$ cat src/rtl/fgpm_pkg.sv
`timescale 1ns / 1ps

package fgpm_pkg;

	// Sample width of the audio lanes.
	localparam int SAMPLE_BITS = 24;

	// Configuration register widths.
	localparam int GAIN_W    = 16;
	localparam int PAN_W     = 16;
	localparam int ALPHA_W   = 16;
	localparam int STEP_W    = 17;
	localparam int CFG_W     = 17;
	localparam int CFG_IDX_W = 3;

	// State widths: gain Q2.30, pan Q1.30, mute level Q1.16.
	localparam int STATE_W = 32;
	localparam int LEVEL_W = 17;

	// Shared multiplier: signed A by signed B, full product.
	localparam int MUL_A_W = 33;
	localparam int MUL_B_W = (SAMPLE_BITS > 18) ? SAMPLE_BITS : 18;
	localparam int PROD_W  = MUL_A_W + MUL_B_W;

	// Lane factor (Q.24) and pan-law accumulator widths.
	localparam int FACT_W = 28;
	localparam int ACC_W  = 64;
	localparam int Y_W    = PROD_W - 24;

	// Register indexes.
	localparam logic [CFG_IDX_W-1:0] REG_TARGET_GAIN  = 3'd0;
	localparam logic [CFG_IDX_W-1:0] REG_TARGET_PAN   = 3'd1;
	localparam logic [CFG_IDX_W-1:0] REG_MUTE_ON      = 3'd2;
	localparam logic [CFG_IDX_W-1:0] REG_SMOOTH_ALPHA = 3'd3;
	localparam logic [CFG_IDX_W-1:0] REG_MUTE_STEP    = 3'd4;
	localparam logic [CFG_IDX_W-1:0] REG_STEREO_MODE  = 3'd5;

	// Reset values and fixed-point constants.
	localparam logic [GAIN_W-1:0]         TARGET_GAIN_RST = 16'd16384;
	localparam logic [ALPHA_W-1:0]        ALPHA_RST       = 16'd92;
	localparam logic [STEP_W-1:0]         STEP_RST        = 17'd137;
	localparam logic [STATE_W-1:0]        GAIN_UNITY      = 32'h4000_0000;
	localparam logic signed [STATE_W-1:0] Q30_ONE         = 32'sh4000_0000;
	localparam logic [LEVEL_W-1:0]        MUTE_FULL       = 17'h1_0000;
	localparam logic signed [ACC_W-1:0]   ACC_RND         = 64'sh0000_0008_0000_0000;

	// Operand selection codes of the shared multiplier.
	typedef logic [3:0] mul_sel_t;
	localparam mul_sel_t MS_DG = 4'd0;	// gain error times alpha
	localparam mul_sel_t MS_DP = 4'd1;	// pan error times alpha
	localparam mul_sel_t MS_SM = 4'd2;	// smoothed gain times mute level
	localparam mul_sel_t MS_LH = 4'd3;	// gain times left pan law, upper half
	localparam mul_sel_t MS_LL = 4'd4;	// gain times left pan law, lower half
	localparam mul_sel_t MS_RH = 4'd5;	// gain times right pan law, upper half
	localparam mul_sel_t MS_RL = 4'd6;	// gain times right pan law, lower half
	localparam mul_sel_t MS_XL = 4'd7;	// left sample times left factor
	localparam mul_sel_t MS_XR = 4'd8;	// right sample times right factor

	// Commands from the controller to the datapath.
	typedef struct packed {
		logic     cap_in;
		logic     mul_en;
		mul_sel_t mul_sel;
		logic     upd_gain;
		logic     upd_mute;
		logic     upd_pan;
		logic     ld_g;
		logic     ld_acc;
		logic     ld_fl;
		logic     ld_fr;
		logic     ld_yl;
		logic     ld_out;
	} fgpm_cmd_t;

endpackage

$ cat src/rtl/fgpm_ctrl.sv
`timescale 1ns / 1ps

module fgpm_ctrl (
	input  logic                clk,
	input  logic                arst_n,
	input  logic                in_valid,
	output logic                in_ready,
	output logic                out_valid,
	input  logic                out_ready,
	output fgpm_pkg::fgpm_cmd_t cmd
);

	localparam logic [3:0] ST_IDLE = 4'd0;
	localparam logic [3:0] ST_DG   = 4'd1;
	localparam logic [3:0] ST_DP   = 4'd2;
	localparam logic [3:0] ST_SM   = 4'd3;
	localparam logic [3:0] ST_GN   = 4'd4;
	localparam logic [3:0] ST_LH   = 4'd5;
	localparam logic [3:0] ST_LL   = 4'd6;
	localparam logic [3:0] ST_RH   = 4'd7;
	localparam logic [3:0] ST_RL   = 4'd8;
	localparam logic [3:0] ST_FR   = 4'd9;
	localparam logic [3:0] ST_XL   = 4'd10;
	localparam logic [3:0] ST_XR   = 4'd11;
	localparam logic [3:0] ST_DONE = 4'd12;

	logic [3:0] state_q;
	logic [3:0] state_d;
	logic       out_valid_q;
	logic       slot_free;

	// The output register can take a new result when empty or being drained.
	assign slot_free = !out_valid_q || out_ready;
	assign in_ready  = (state_q == ST_IDLE);
	assign out_valid = out_valid_q;

	// Sequencer: at most one product of the shared multiplier per step.
	always_comb begin
		state_d     = state_q;
		cmd         = '0;
		cmd.mul_sel = fgpm_pkg::MS_DG;
		case (state_q)
			ST_IDLE: begin
				if (in_valid) begin
					cmd.cap_in = 1'b1;
					state_d    = ST_DG;
				end
			end
			ST_DG: begin
				cmd.mul_en  = 1'b1;
				cmd.mul_sel = fgpm_pkg::MS_DG;
				state_d     = ST_DP;
			end
			ST_DP: begin
				cmd.mul_en   = 1'b1;
				cmd.mul_sel  = fgpm_pkg::MS_DP;
				cmd.upd_gain = 1'b1;
				cmd.upd_mute = 1'b1;
				state_d      = ST_SM;
			end
			ST_SM: begin
				cmd.mul_en  = 1'b1;
				cmd.mul_sel = fgpm_pkg::MS_SM;
				cmd.upd_pan = 1'b1;
				state_d     = ST_GN;
			end
			ST_GN: begin
				cmd.ld_g = 1'b1;
				state_d  = ST_LH;
			end
			ST_LH: begin
				cmd.mul_en  = 1'b1;
				cmd.mul_sel = fgpm_pkg::MS_LH;
				state_d     = ST_LL;
			end
			ST_LL: begin
				cmd.mul_en  = 1'b1;
				cmd.mul_sel = fgpm_pkg::MS_LL;
				cmd.ld_acc  = 1'b1;
				state_d     = ST_RH;
			end
			ST_RH: begin
				cmd.mul_en  = 1'b1;
				cmd.mul_sel = fgpm_pkg::MS_RH;
				cmd.ld_fl   = 1'b1;
				state_d     = ST_RL;
			end
			ST_RL: begin
				cmd.mul_en  = 1'b1;
				cmd.mul_sel = fgpm_pkg::MS_RL;
				cmd.ld_acc  = 1'b1;
				state_d     = ST_FR;
			end
			ST_FR: begin
				cmd.ld_fr = 1'b1;
				state_d   = ST_XL;
			end
			ST_XL: begin
				cmd.mul_en  = 1'b1;
				cmd.mul_sel = fgpm_pkg::MS_XL;
				state_d     = ST_XR;
			end
			ST_XR: begin
				cmd.mul_en  = 1'b1;
				cmd.mul_sel = fgpm_pkg::MS_XR;
				cmd.ld_yl   = 1'b1;
				state_d     = ST_DONE;
			end
			ST_DONE: begin
				if (slot_free) begin
					cmd.ld_out = 1'b1;
					state_d    = ST_IDLE;
				end
			end
			default: begin
				state_d = ST_IDLE;
			end
		endcase
	end

	// State register and output valid flag.
	always_ff @(posedge clk or negedge arst_n) begin
		if (!arst_n) begin
			state_q     <= ST_IDLE;
			out_valid_q <= 1'b0;
		end else begin
			state_q <= state_d;
			if (cmd.ld_out) begin
				out_valid_q <= 1'b1;
			end else if (out_ready) begin
				out_valid_q <= 1'b0;
			end
		end
	end

endmodule

$ cat src/rtl/fgpm_dp.sv
`timescale 1ns / 1ps

module fgpm_dp (
	input  logic                                       clk,
	input  logic                                       arst_n,
	input  fgpm_pkg::fgpm_cmd_t                        cmd,
	input  logic                                       wr_en,
	input  logic [fgpm_pkg::CFG_IDX_W-1:0]             wr_index,
	input  logic [fgpm_pkg::CFG_W-1:0]                 wr_data,
	input  logic signed [fgpm_pkg::SAMPLE_BITS-1:0]    left_in,
	input  logic signed [fgpm_pkg::SAMPLE_BITS-1:0]    right_in,
	input  logic                                       last_in_block,
	output logic signed [fgpm_pkg::SAMPLE_BITS-1:0]    left_out,
	output logic signed [fgpm_pkg::SAMPLE_BITS-1:0]    right_out,
	output logic                                       last_out
);

	localparam int SB = fgpm_pkg::SAMPLE_BITS;

	// Configuration registers.
	logic [fgpm_pkg::GAIN_W-1:0]         tgain_q;
	logic signed [fgpm_pkg::PAN_W-1:0]   tpan_q;
	logic                                mute_on_q;
	logic [fgpm_pkg::ALPHA_W-1:0]        alpha_q;
	logic [fgpm_pkg::STEP_W-1:0]         step_q;
	logic                                stereo_q;

	// Smoothing state.
	logic [fgpm_pkg::STATE_W-1:0]        sg_q;
	logic signed [fgpm_pkg::STATE_W-1:0] sp_q;
	logic [fgpm_pkg::LEVEL_W-1:0]        ml_q;

	// Working registers.
	logic signed [SB-1:0]                     xl_q;
	logic signed [SB-1:0]                     xr_q;
	logic                                     last_q;
	logic signed [fgpm_pkg::PROD_W-1:0]       prod_q;
	logic signed [fgpm_pkg::ACC_W-1:0]        acc_q;
	logic [fgpm_pkg::STATE_W-1:0]             g_q;
	logic signed [fgpm_pkg::FACT_W-1:0]       fl_q;
	logic signed [fgpm_pkg::FACT_W-1:0]       fr_q;
	logic signed [SB-1:0]                     yl_q;
	logic signed [SB-1:0]                     left_out_q;
	logic signed [SB-1:0]                     right_out_q;
	logic                                     last_out_q;

	// Combinational nets.
	logic signed [fgpm_pkg::MUL_A_W-1:0]  diff_g;
	logic signed [fgpm_pkg::MUL_A_W-1:0]  diff_p;
	logic signed [fgpm_pkg::STATE_W-1:0]  pan_l;
	logic signed [fgpm_pkg::STATE_W-1:0]  pan_r;
	logic signed [fgpm_pkg::STATE_W-1:0]  pan_sel;
	logic signed [fgpm_pkg::MUL_A_W-1:0]  mul_a;
	logic signed [fgpm_pkg::MUL_B_W-1:0]  mul_b;
	logic signed [fgpm_pkg::PROD_W-1:0]   prod_r16;
	logic [fgpm_pkg::STATE_W-1:0]         delta16;
	logic signed [fgpm_pkg::ACC_W-1:0]    fac_sum;
	logic signed [fgpm_pkg::FACT_W-1:0]   fact;
	logic signed [fgpm_pkg::PROD_W-1:0]   prod_r24;
	logic signed [fgpm_pkg::Y_W-1:0]      y_wide;
	logic signed [SB-1:0]                 y_sat;
	logic [fgpm_pkg::LEVEL_W:0]           ml_up;
	logic [fgpm_pkg::LEVEL_W-1:0]         ml_next;

	// Saturate a rounded lane value to the sample width.
	function automatic logic signed [SB-1:0] sat_lane(input logic signed [fgpm_pkg::Y_W-1:0] y);
		logic [fgpm_pkg::Y_W-SB:0] hi;
		logic signed [SB-1:0]      r;
		hi = y[fgpm_pkg::Y_W-1:SB-1];
		if (hi == '0 || hi == '1) begin
			r = y[SB-1:0];
		end else if (y[fgpm_pkg::Y_W-1]) begin
			r = {1'b1, {(SB-1){1'b0}}};
		end else begin
			r = {1'b0, {(SB-1){1'b1}}};
		end
		return r;
	endfunction

	// Errors between targets and smoothed values.
	assign diff_g = $signed({1'b0, tgain_q, 16'd0}) - $signed({1'b0, sg_q});
	assign diff_p = $signed({tpan_q[fgpm_pkg::PAN_W-1], tpan_q, 16'd0})
		- $signed({sp_q[fgpm_pkg::STATE_W-1], sp_q});

	// Pan law in Q1.30; a positive pan attenuates only the left side, a negative pan only the right; none in mono mode.
	always_comb begin
		if (!stereo_q || sp_q < 0) begin
			pan_l = fgpm_pkg::Q30_ONE;
		end else begin
			pan_l = fgpm_pkg::Q30_ONE - sp_q;
		end
		if (!stereo_q || sp_q > 0) begin
			pan_r = fgpm_pkg::Q30_ONE;
		end else begin
			pan_r = fgpm_pkg::Q30_ONE + sp_q;
		end
	end

	// Operand selection for the shared multiplier.
	// The upper half of the pan law carries its sign; the lower half is unsigned.
	always_comb begin
		if (cmd.mul_sel == fgpm_pkg::MS_LH || cmd.mul_sel == fgpm_pkg::MS_LL) begin
			pan_sel = pan_l;
		end else begin
			pan_sel = pan_r;
		end
		mul_a = $signed({1'b0, g_q});
		mul_b = '0;
		case (cmd.mul_sel)
			fgpm_pkg::MS_DG: begin
				mul_a = diff_g;
				mul_b = fgpm_pkg::MUL_B_W'(alpha_q);
			end
			fgpm_pkg::MS_DP: begin
				mul_a = diff_p;
				mul_b = fgpm_pkg::MUL_B_W'(alpha_q);
			end
			fgpm_pkg::MS_SM: begin
				mul_a = $signed({1'b0, sg_q});
				mul_b = fgpm_pkg::MUL_B_W'(ml_q);
			end
			fgpm_pkg::MS_LH, fgpm_pkg::MS_RH: begin
				mul_b = fgpm_pkg::MUL_B_W'($signed(pan_sel[fgpm_pkg::STATE_W-1:16]));
			end
			fgpm_pkg::MS_LL, fgpm_pkg::MS_RL: begin
				mul_b = fgpm_pkg::MUL_B_W'(pan_sel[15:0]);
			end
			fgpm_pkg::MS_XL: begin
				mul_a = fgpm_pkg::MUL_A_W'(fl_q);
				mul_b = fgpm_pkg::MUL_B_W'(xl_q);
			end
			fgpm_pkg::MS_XR: begin
				mul_a = fgpm_pkg::MUL_A_W'(fr_q);
				mul_b = fgpm_pkg::MUL_B_W'(xr_q);
			end
			default: begin
				mul_b = '0;
			end
		endcase
	end

	// Rounding of the registered product, half up.
	assign prod_r16 = prod_q + fgpm_pkg::PROD_W'(32768);
	assign delta16  = prod_r16[47:16];
	assign fac_sum  = acc_q + fgpm_pkg::ACC_W'(prod_q);
	assign fact     = fac_sum[fgpm_pkg::ACC_W-1:36];
	assign prod_r24 = prod_q + fgpm_pkg::PROD_W'(8388608);
	assign y_wide   = prod_r24[fgpm_pkg::PROD_W-1:24];
	assign y_sat    = sat_lane(y_wide);

	// Linear mute ramp toward silence or full level, without overshoot.
	assign ml_up = {1'b0, ml_q} + {1'b0, step_q};
	always_comb begin
		if (mute_on_q) begin
			ml_next = (ml_q > step_q) ? ml_q - step_q : '0;
		end else if (ml_up > {1'b0, fgpm_pkg::MUTE_FULL}) begin
			ml_next = fgpm_pkg::MUTE_FULL;
		end else begin
			ml_next = ml_up[fgpm_pkg::LEVEL_W-1:0];
		end
	end

	// Configuration and smoothing state.
	always_ff @(posedge clk or negedge arst_n) begin
		if (!arst_n) begin
			tgain_q   <= fgpm_pkg::TARGET_GAIN_RST;
			tpan_q    <= '0;
			mute_on_q <= 1'b0;
			alpha_q   <= fgpm_pkg::ALPHA_RST;
			step_q    <= fgpm_pkg::STEP_RST;
			stereo_q  <= 1'b1;
			sg_q      <= fgpm_pkg::GAIN_UNITY;
			sp_q      <= '0;
			ml_q      <= fgpm_pkg::MUTE_FULL;
		end else begin
			if (wr_en) begin
				case (wr_index)
					fgpm_pkg::REG_TARGET_GAIN:  tgain_q   <= wr_data[fgpm_pkg::GAIN_W-1:0];
					fgpm_pkg::REG_TARGET_PAN:   tpan_q    <= wr_data[fgpm_pkg::PAN_W-1:0];
					fgpm_pkg::REG_MUTE_ON:      mute_on_q <= wr_data[0];
					fgpm_pkg::REG_SMOOTH_ALPHA: alpha_q   <= wr_data[fgpm_pkg::ALPHA_W-1:0];
					fgpm_pkg::REG_MUTE_STEP:    step_q    <= wr_data[fgpm_pkg::STEP_W-1:0];
					fgpm_pkg::REG_STEREO_MODE:  stereo_q  <= wr_data[0];
					default: begin
					end
				endcase
			end
			if (cmd.upd_gain) begin
				sg_q <= sg_q + delta16;
			end
			if (cmd.upd_pan) begin
				sp_q <= sp_q + $signed(delta16);
			end
			if (cmd.upd_mute) begin
				ml_q <= ml_next;
			end
		end
	end

	// Working registers of the frame.
	always_ff @(posedge clk) begin
		if (cmd.cap_in) begin
			xl_q   <= left_in;
			xr_q   <= right_in;
			last_q <= last_in_block;
		end
		if (cmd.mul_en) begin
			prod_q <= mul_a * mul_b;
		end
		if (cmd.ld_g) begin
			g_q <= delta16;
		end
		if (cmd.ld_acc) begin
			acc_q <= (fgpm_pkg::ACC_W'(prod_q) <<< 16) + fgpm_pkg::ACC_RND;
		end
		if (cmd.ld_fl) begin
			fl_q <= fact;
		end
		if (cmd.ld_fr) begin
			fr_q <= fact;
		end
		if (cmd.ld_yl) begin
			yl_q <= y_sat;
		end
		if (cmd.ld_out) begin
			left_out_q  <= yl_q;
			right_out_q <= y_sat;
			last_out_q  <= last_q;
		end
	end

	assign left_out  = left_out_q;
	assign right_out = right_out_q;
	assign last_out  = last_out_q;

endmodule

$ cat src/rtl/fader_gain_pan_mute.sv
`timescale 1ns / 1ps

// Channel   Handshake               Payload
// input     in_valid / in_ready     left_in, right_in, last_in_block
// output    out_valid / out_ready   left_out, right_out, last_out
// config    wr_en                   wr_index, wr_data
//
// One frame is in work at a time: nine products pass one at a time through a single shared
// 33 by 24 bit multiplier, and a new frame is accepted only when the sequencer is idle.
// The result is loaded into the output register in the last step, ST_DONE.
// A result waiting on out_ready holds the sequencer in its last step only.
// Reset returns the smoothed gain to unity, the pan to centre and the mute level to full.

module fader_gain_pan_mute (
	input  logic                                    clk,
	input  logic                                    arst_n,
	input  logic                                    in_valid,
	output logic                                    in_ready,
	input  logic signed [fgpm_pkg::SAMPLE_BITS-1:0] left_in,
	input  logic signed [fgpm_pkg::SAMPLE_BITS-1:0] right_in,
	input  logic                                    last_in_block,
	output logic                                    out_valid,
	input  logic                                    out_ready,
	output logic signed [fgpm_pkg::SAMPLE_BITS-1:0] left_out,
	output logic signed [fgpm_pkg::SAMPLE_BITS-1:0] right_out,
	output logic                                    last_out,
	input  logic                                    wr_en,
	input  logic [fgpm_pkg::CFG_IDX_W-1:0]          wr_index,
	input  logic [fgpm_pkg::CFG_W-1:0]              wr_data
);

	fgpm_pkg::fgpm_cmd_t cmd;

	// Sequencer and handshake control.
	fgpm_ctrl u_ctrl (
		.clk       (clk),
		.arst_n    (arst_n),
		.in_valid  (in_valid),
		.in_ready  (in_ready),
		.out_valid (out_valid),
		.out_ready (out_ready),
		.cmd       (cmd)
	);

	// Arithmetic, state and configuration registers.
	fgpm_dp u_dp (
		.clk           (clk),
		.arst_n        (arst_n),
		.cmd           (cmd),
		.wr_en         (wr_en),
		.wr_index      (wr_index),
		.wr_data       (wr_data),
		.left_in       (left_in),
		.right_in      (right_in),
		.last_in_block (last_in_block),
		.left_out      (left_out),
		.right_out     (right_out),
		.last_out      (last_out)
	);

`ifndef SYNTHESIS
	// A finished result never overwrites one that is still waiting.
	a_no_overwrite: assert property (@(posedge clk) disable iff (!arst_n)
		cmd.ld_out |-> (!out_valid || out_ready))
		else $error("result loaded over a pending result");

	// Only one frame is in work at a time.
	a_one_frame: assert property (@(posedge clk) disable iff (!arst_n)
		(in_valid && in_ready) |=> !in_ready)
		else $error("second request taken while a frame is in work");

	// A loaded result is offered on the next cycle.
	a_load_valid: assert property (@(posedge clk) disable iff (!arst_n)
		cmd.ld_out |=> out_valid)
		else $error("loaded result not presented");

	// Inputs are captured exactly when a request is accepted.
	a_capture: assert property (@(posedge clk) disable iff (!arst_n)
		cmd.cap_in |-> (in_valid && in_ready))
		else $error("input captured without an accepted request");
`endif

endmodule
$ cat config.mk
export PLATFORM = sky130hd
export DESIGN_NAME = fader_gain_pan_mute
export DESIGN_NICKNAME = d
export VERILOG_FILES = /design/src/rtl/fgpm_pkg.sv /design/src/rtl/fgpm_ctrl.sv /design/src/rtl/fgpm_dp.sv /design/src/rtl/fader_gain_pan_mute.sv
export SDC_FILE = /design/constraint.sdc
export NUM_CORES = 2
export LEC_CHECK = 0
export ABC_AREA = 1
export BUFFER_PORTS_ARGS = -buffer_cell sky130_fd_sc_hd__buf_2
export CORE_MARGIN = 2
export CORE_UTILIZATION = 50
export DETAILED_ROUTE_END_ITERATION = 8
export GPL_TIMING_DRIVEN = 0
export PLACE_DENSITY = 0.71
export SETUP_SLACK_MARGIN = 0.1
export SLEW_MARGIN = 30
export SYNTH_ARGS = -nofsm -noshare
export SYNTH_HDL_FRONTEND = slang
export SYNTH_SLANG_ARGS = --single-unit
$ cat constraint.sdc
create_clock -name clk -period 10.73 [get_ports clk]
set_input_delay 1.073 -clock clk [delete_from_list [all_inputs] [get_ports clk]]
set_output_delay 1.073 -clock clk [all_outputs]
set_load 0.05 [all_outputs]
Word-level counts from Yosys, hierarchy flattened --
Cells that the tools add are included.
Storage, ports and cells: flip-flop bits (word level) 484, input bits 74, word-level logic and storage cells 118
Cells by class: add/sub/neg operators 12, $mul 1, $lt $le $gt $ge 4, equal/unequal tests 28, multiplexer cells 27, reduce and logical (&&, ||, !) cells 23
Operators with widths (count):
- $pmux W33 S5 | 1
- $pmux W24 S6 | 1
- $mux W32 | 3
- $sub A32 B32 Y33 | 2
- $add A32 B32 Y32 | 2
- $add A64 B37 Y64 const B | 1
- $add A64 B57 Y64 | 1
- $add A57 B25 Y57 const B | 1
- $mul A33 B24 Y57 | 1
- $pmux W4 S13 | 1
- $mux W17 | 3
- $add A48 B17 Y48 const B | 1
- $mux W24 | 2
- $pmux W5 S9 | 1
- $add A32 B32 Y32 const A | 1
- $eq A4 B3 Y1 const B | 8
- $gt A32 B1 Y1 const B | 1
- $lt A32 B1 Y1 const B | 1
- $sub A32 B32 Y32 const A | 1
- $eq A4 B4 Y1 const B | 6
- $add A17 B17 Y18 | 1
- $gt A18 B17 Y1 const B | 1
- $gt A17 B17 Y1 | 1
- $sub A17 B17 Y17 | 1
- 19 further kinds | 52

Logic depth before layout (Yosys ltp) --
word-level depth 7, depth in mapped cells 44, depth with buffers taken out 44

Hierarchy --
A second synthesis with hierarchy kept.
Second synthesis, totals: cell total of the unflattened synthesis 7313, area, all modules 59321.9 um^2
Modules (own cells, without submodules):
- fgpm_dp | instances 1, cells an instance 7256, area an instance 58961.5 um^2
- fgpm_ctrl | instances 1, cells an instance 57, area an instance 360.3 um^2

Least setup slack after synthesis --
Ideal clock, no wire load.
path type reg2reg, start register u_ctrl.state_q[2], end register u_dp.prod_q[54] in the netlist's numbering, data pin, library setup time 0.265 ns, arrival 8.634 ns, required time 10.465 ns, slack 1.831 ns, stages on the path, launching flop included 32, buffers on the path 3, clock period less this slack 8.899 ns, cell sequence dfrtp_1 -> nor2_2 -> inv_1 -> o22ai_2 -> clkbuf_1 -> nand2_1 -> o211ai_1 -> nand2_1 -> nand3_1 -> buf_4 -> buf_6 -> nand2_1 -> fa_1 -> inv_1 -> fa_1 -> inv_1 -> fa_1 -> inv_1 -> fa_1 -> fa_1 -> fa_1 -> inv_1 -> fa_1 -> inv_1 -> ha_1 -> a21oi_1 -> inv_1 -> a31oi_1 -> o21ai_0 -> a221oi_1 -> o211ai_1 -> xor2_1
Between the ends: word-level cells in the longest chain between the ends 7
Ends and longest elaborated chain:
- from (decl) | RTL line fgpm_ctrl.sv:27 | logic [3:0] state_q;
- from (signal assigned) | RTL line fgpm_ctrl.sv:127 | state_q <= state_d;
- $eq A4 B4 Y1, or another cell as far along | RTL line fgpm_ctrl.sv:42 | case (state_q)
- $pmux W5 S9 * | RTL line fgpm_ctrl.sv:42
- $eq A4 B2 Y1 or $eq A4 B3 Y1 (tied branches) | RTL line fgpm_dp.sv:102, fgpm_dp.sv:109
- $logic_or A1 B1 Y1 | RTL line fgpm_dp.sv:102 | if (cmd.mul_sel == fgpm_pkg::MS_LH || cmd.mul_sel == fgpm_pkg::MS_LL) begin
- $mux W32 | RTL line fgpm_dp.sv:102
- $pmux W24 S6 | RTL line fgpm_dp.sv:109 | case (cmd.mul_sel)
- $mul A33 B24 Y57 * | RTL line fgpm_dp.sv:208 | prod_q <= mul_a * mul_b;
- to (signal assigned) | RTL line fgpm_dp.sv:208
- to (decl) | RTL line fgpm_dp.sv:37 | logic signed [fgpm_pkg::PROD_W-1:0] prod_q;
Mark *: on every way between the ends. The rest lies on a longest branch, timed or not. A chain may end at the register's enable or synchronous reset.

Worst setup path after layout --
start register u_ctrl.state_q[0], end register u_dp.prod_q[49] in the netlist's numbering, data pin
Same word-level chain as after synthesis.

==> impl_results.md <==
- Worst-path clk slew: 0.06 ns
- Layout Nets: 8584
- Synth cell types: 66
- Yosys top cell area share: 0.2748
- Pins Over Slew Limit: 0
- Reg2reg path depth: 32
- Latest clock arrival within the worst-skew pair: 0.67 ns
- Area growth syn-to-layout: 8.221%
- Hold Vio Cnt, Final: 0
- Fmax: 95.14 MHz
- Total Negative Setup Slacks: 0 ns
- # rows: 125
- 1st-iter DRT viols: 5287
- RePlAce Congestion: 1.042
- Worst path max stage delay: 0.64 ns
- Fin crit share: 0.9796
- RSZ-0062 raised after global routing: yes
- Synth area leaders: fa_1 (27%), edfxtp_1 (16%), nand2_1 (9.6%)
- Critical path's slowest cell: nand3_1
- Max Buffers Root-to-Sink: 3
- Syn Inst Count: 7172
- Core area: 116500 um2
- CP most frequent cell: fa_1
- CP Data Arrival Time: 10.92 ns
- Final instance area: 63770 um2
- Total gr overflow: 0
- Synth Register Bits: 468
- YS warnings: 0
- Mean post-synth cell area: 8.217 um2
- Largest net degree at the start of global routing: 80
- First-pass GRT wire length: 330400 um
- GRT Overall Usage: 0.3745
- Num Clock Sinks: 468
- Hpwl dp: 189800 um
- Wire per inst: 25.27 um
- Final wirelength: 225900 um
- Mapped Area: 58930 um2
- H-tree levels: 2
- Tightest Pin Transition: 0.9890 ns
- Critical path class: flip-flop to flip-flop
- # port buffers: 124
- Max Cap Viol: 0
- Vias per cell: 5.736
- Share of cells above drive strength 1: 0.08255
- Die width: 347.3 um
- Critical path required time: 11.14 ns
- Area after DPL: 61890 um2
- Die Height: 347.3 um
- CTS tree: yes
- Max-slew headroom: 0.3406
- Starting Density: 0.5058
- Most frequent cell after synthesis: nand2_1
- Clk_skew: 0.03254 ns
- Finished Layout Cells: 8940
- Final setup fails: 0
- Worst-path fanout max: 10
- Initial antenna violation count: 6
- Placed cells: 8838
- Final min period: 10.51 ns
- Antenna-violating nets left: 0
- First-pass DRT Iterations: 6
- Status: complete, no violations
- Cts hold-fix bufs: 0
- Syn_nets: 8387
- Post-synth ARST share: 0.3269
- DRC: 0
- Vias in the first global route: 51.01k
- CTS Buf Count: 53
- Synth area leader: fa_1
- Crit start category: flip-flop
- Seq/Total Area, Yosys: 0.2257
- Synth top cells by count: nand2_1 (1509), inv_1 (1485), fa_1 (809)
- Crit end category: flip-flop
- # IOs: 125
- Root buf cell: clkbuf_16
- Via Count: 51.28k
- Ys flop type: edfxtp_1
- Hold WC Path Type: input pin to asynchronous set/reset pin
- Post-synth EDFFs: 315
- DIE AREA: 120600 um2
[sequential cells by signal (all words and copies together) (netlist names), 28 cells and up]
| name | count |
|---|---|
| u_dp.acc_q | 48 |
| u_dp.fr_q | 28 |
| u_dp.sg_q | 32 |
| u_dp.prod_q | 57 |
| u_dp.sp_q | 32 |
| u_dp.fl_q | 28 |
| u_dp.g_q | 32 |
[routing by layer]
metal	up-vias	share of wire	global-route usage
li1	22700	-	-
met1	25140	0.38	0.4824
met2	2776	0.44	0.5758
met3	653	0.10	0.08357
met4	6	0.076	0.2327
met5	-	0.00015	0
[critical path: cells and delay by family (launching register included)]
family / cells / cell delay (ns)
buf+inv: 9 / 1.56
xor+xnor: 1 / 0.16
flops: 1 / 0.45
fa+ha+maj: 8 / 4.19
simple gates: 7 / 1.66
compound gates: 7 / 2.23
[logic make-up (layout without fill, tap and decap cells)]
logic type | after synthesis | count (layout) | share of synthesized area
XOR/XNOR | 200 | 200 | 0.03004
multiplexers | 9 | 9 | 0.001614
adder cells (fa/ha/maj) | 1141 | 1141 | 0.3453
other | 0 | 2 | 0
buffers and inverters | 1756 | 1998 | 0.1171
AO/OA/AOI/OAI | 940 | 940 | 0.09272
flip-flops | 468 | 468 | 0.2257
AND/OR/NAND/NOR | 2658 | 2658 | 0.1875
[what timing repair did]
| action | CTS | global route |
|---|---|---|
| pin swaps | 0 | 0 |
| setup endpoints to repair | 7 | 27 |
| resized for setup | 3 | 21 |
| buffers inserted | 0 | 0 |
[layout make-up]
class	count	area, um2
multi-input combinational	4948	38860
buffer	193	1051
fill	11060	52740
antenna	2	5.005
sequential	468	13310
clock inverter	40	399.1
tap	1524	1907
clock buffer	60	1393
timing repair buffer	142	989.7
inverter	1563	5867
[stage by stage]
stage	setup WS [ns]	utilization	hold WS, ns
2_1_floorplan	1.831	-	0.4003
3_3_place_gp	-0.8636	0.5274	0.4016
3_5_place_dp	-0.1323	0.5312	0.4045
4_1_cts	0.05598	0.5467	0.2106
5_1_grt	0.08911	0.5473	0.2347
6_report	0.2194	0.5473	0.2353
[final timing paths]
path / start / to / slack [ns]
hold reg to reg: u_dp.prod_q[1] / u_dp.acc_q[17] / 0.42
min in group clk: u_dp.prod_q[1] / u_dp.acc_q[17] / 0.42
setup reg to reg: u_ctrl.state_q[0] / u_dp.prod_q[49] / 0.22
hold / removal: arst_n / u_dp.sp_q[19] / 0.24
setup / recovery: u_ctrl.state_q[0] / u_dp.prod_q[49] / 0.22
max in group asynchronous: arst_n / u_dp.stereo_q / 9.73
[placed cells by master, fill, tap and decap left out, types with 13 or more instances in the layout]
master     instances
nand3_1          250
o21ai_2           14
a21boi_0          13
xnor2_1           48
buf_6             13
nand2_1         1508
buf_2            232
nand4_1           67
inv_1           1485
clkbuf_16         53
a22o_1            22
o21ai_0          331
inv_2             78
nor2_4            14
fa_1             808
nand2_2           20
ha_1             331
a21oi_1          313
buf_4             28
a211oi_1          16
clkbuf_1          41
o22ai_1           15
edfxtp_1         315
o211ai_1          20
nor4_1            21
a221oi_1          32
a21o_1            36
nor2_2            17
nor2_1           615
o21ai_1           14
nor3_1            61
or2_2             31
dfrtp_1          138
xor2_1           150
o21bai_1          35
a31oi_1           37
Power is left out: the tool's default activity adds up to more than one toggle a clock period on the data nets, which glitch-free logic cannot reach.
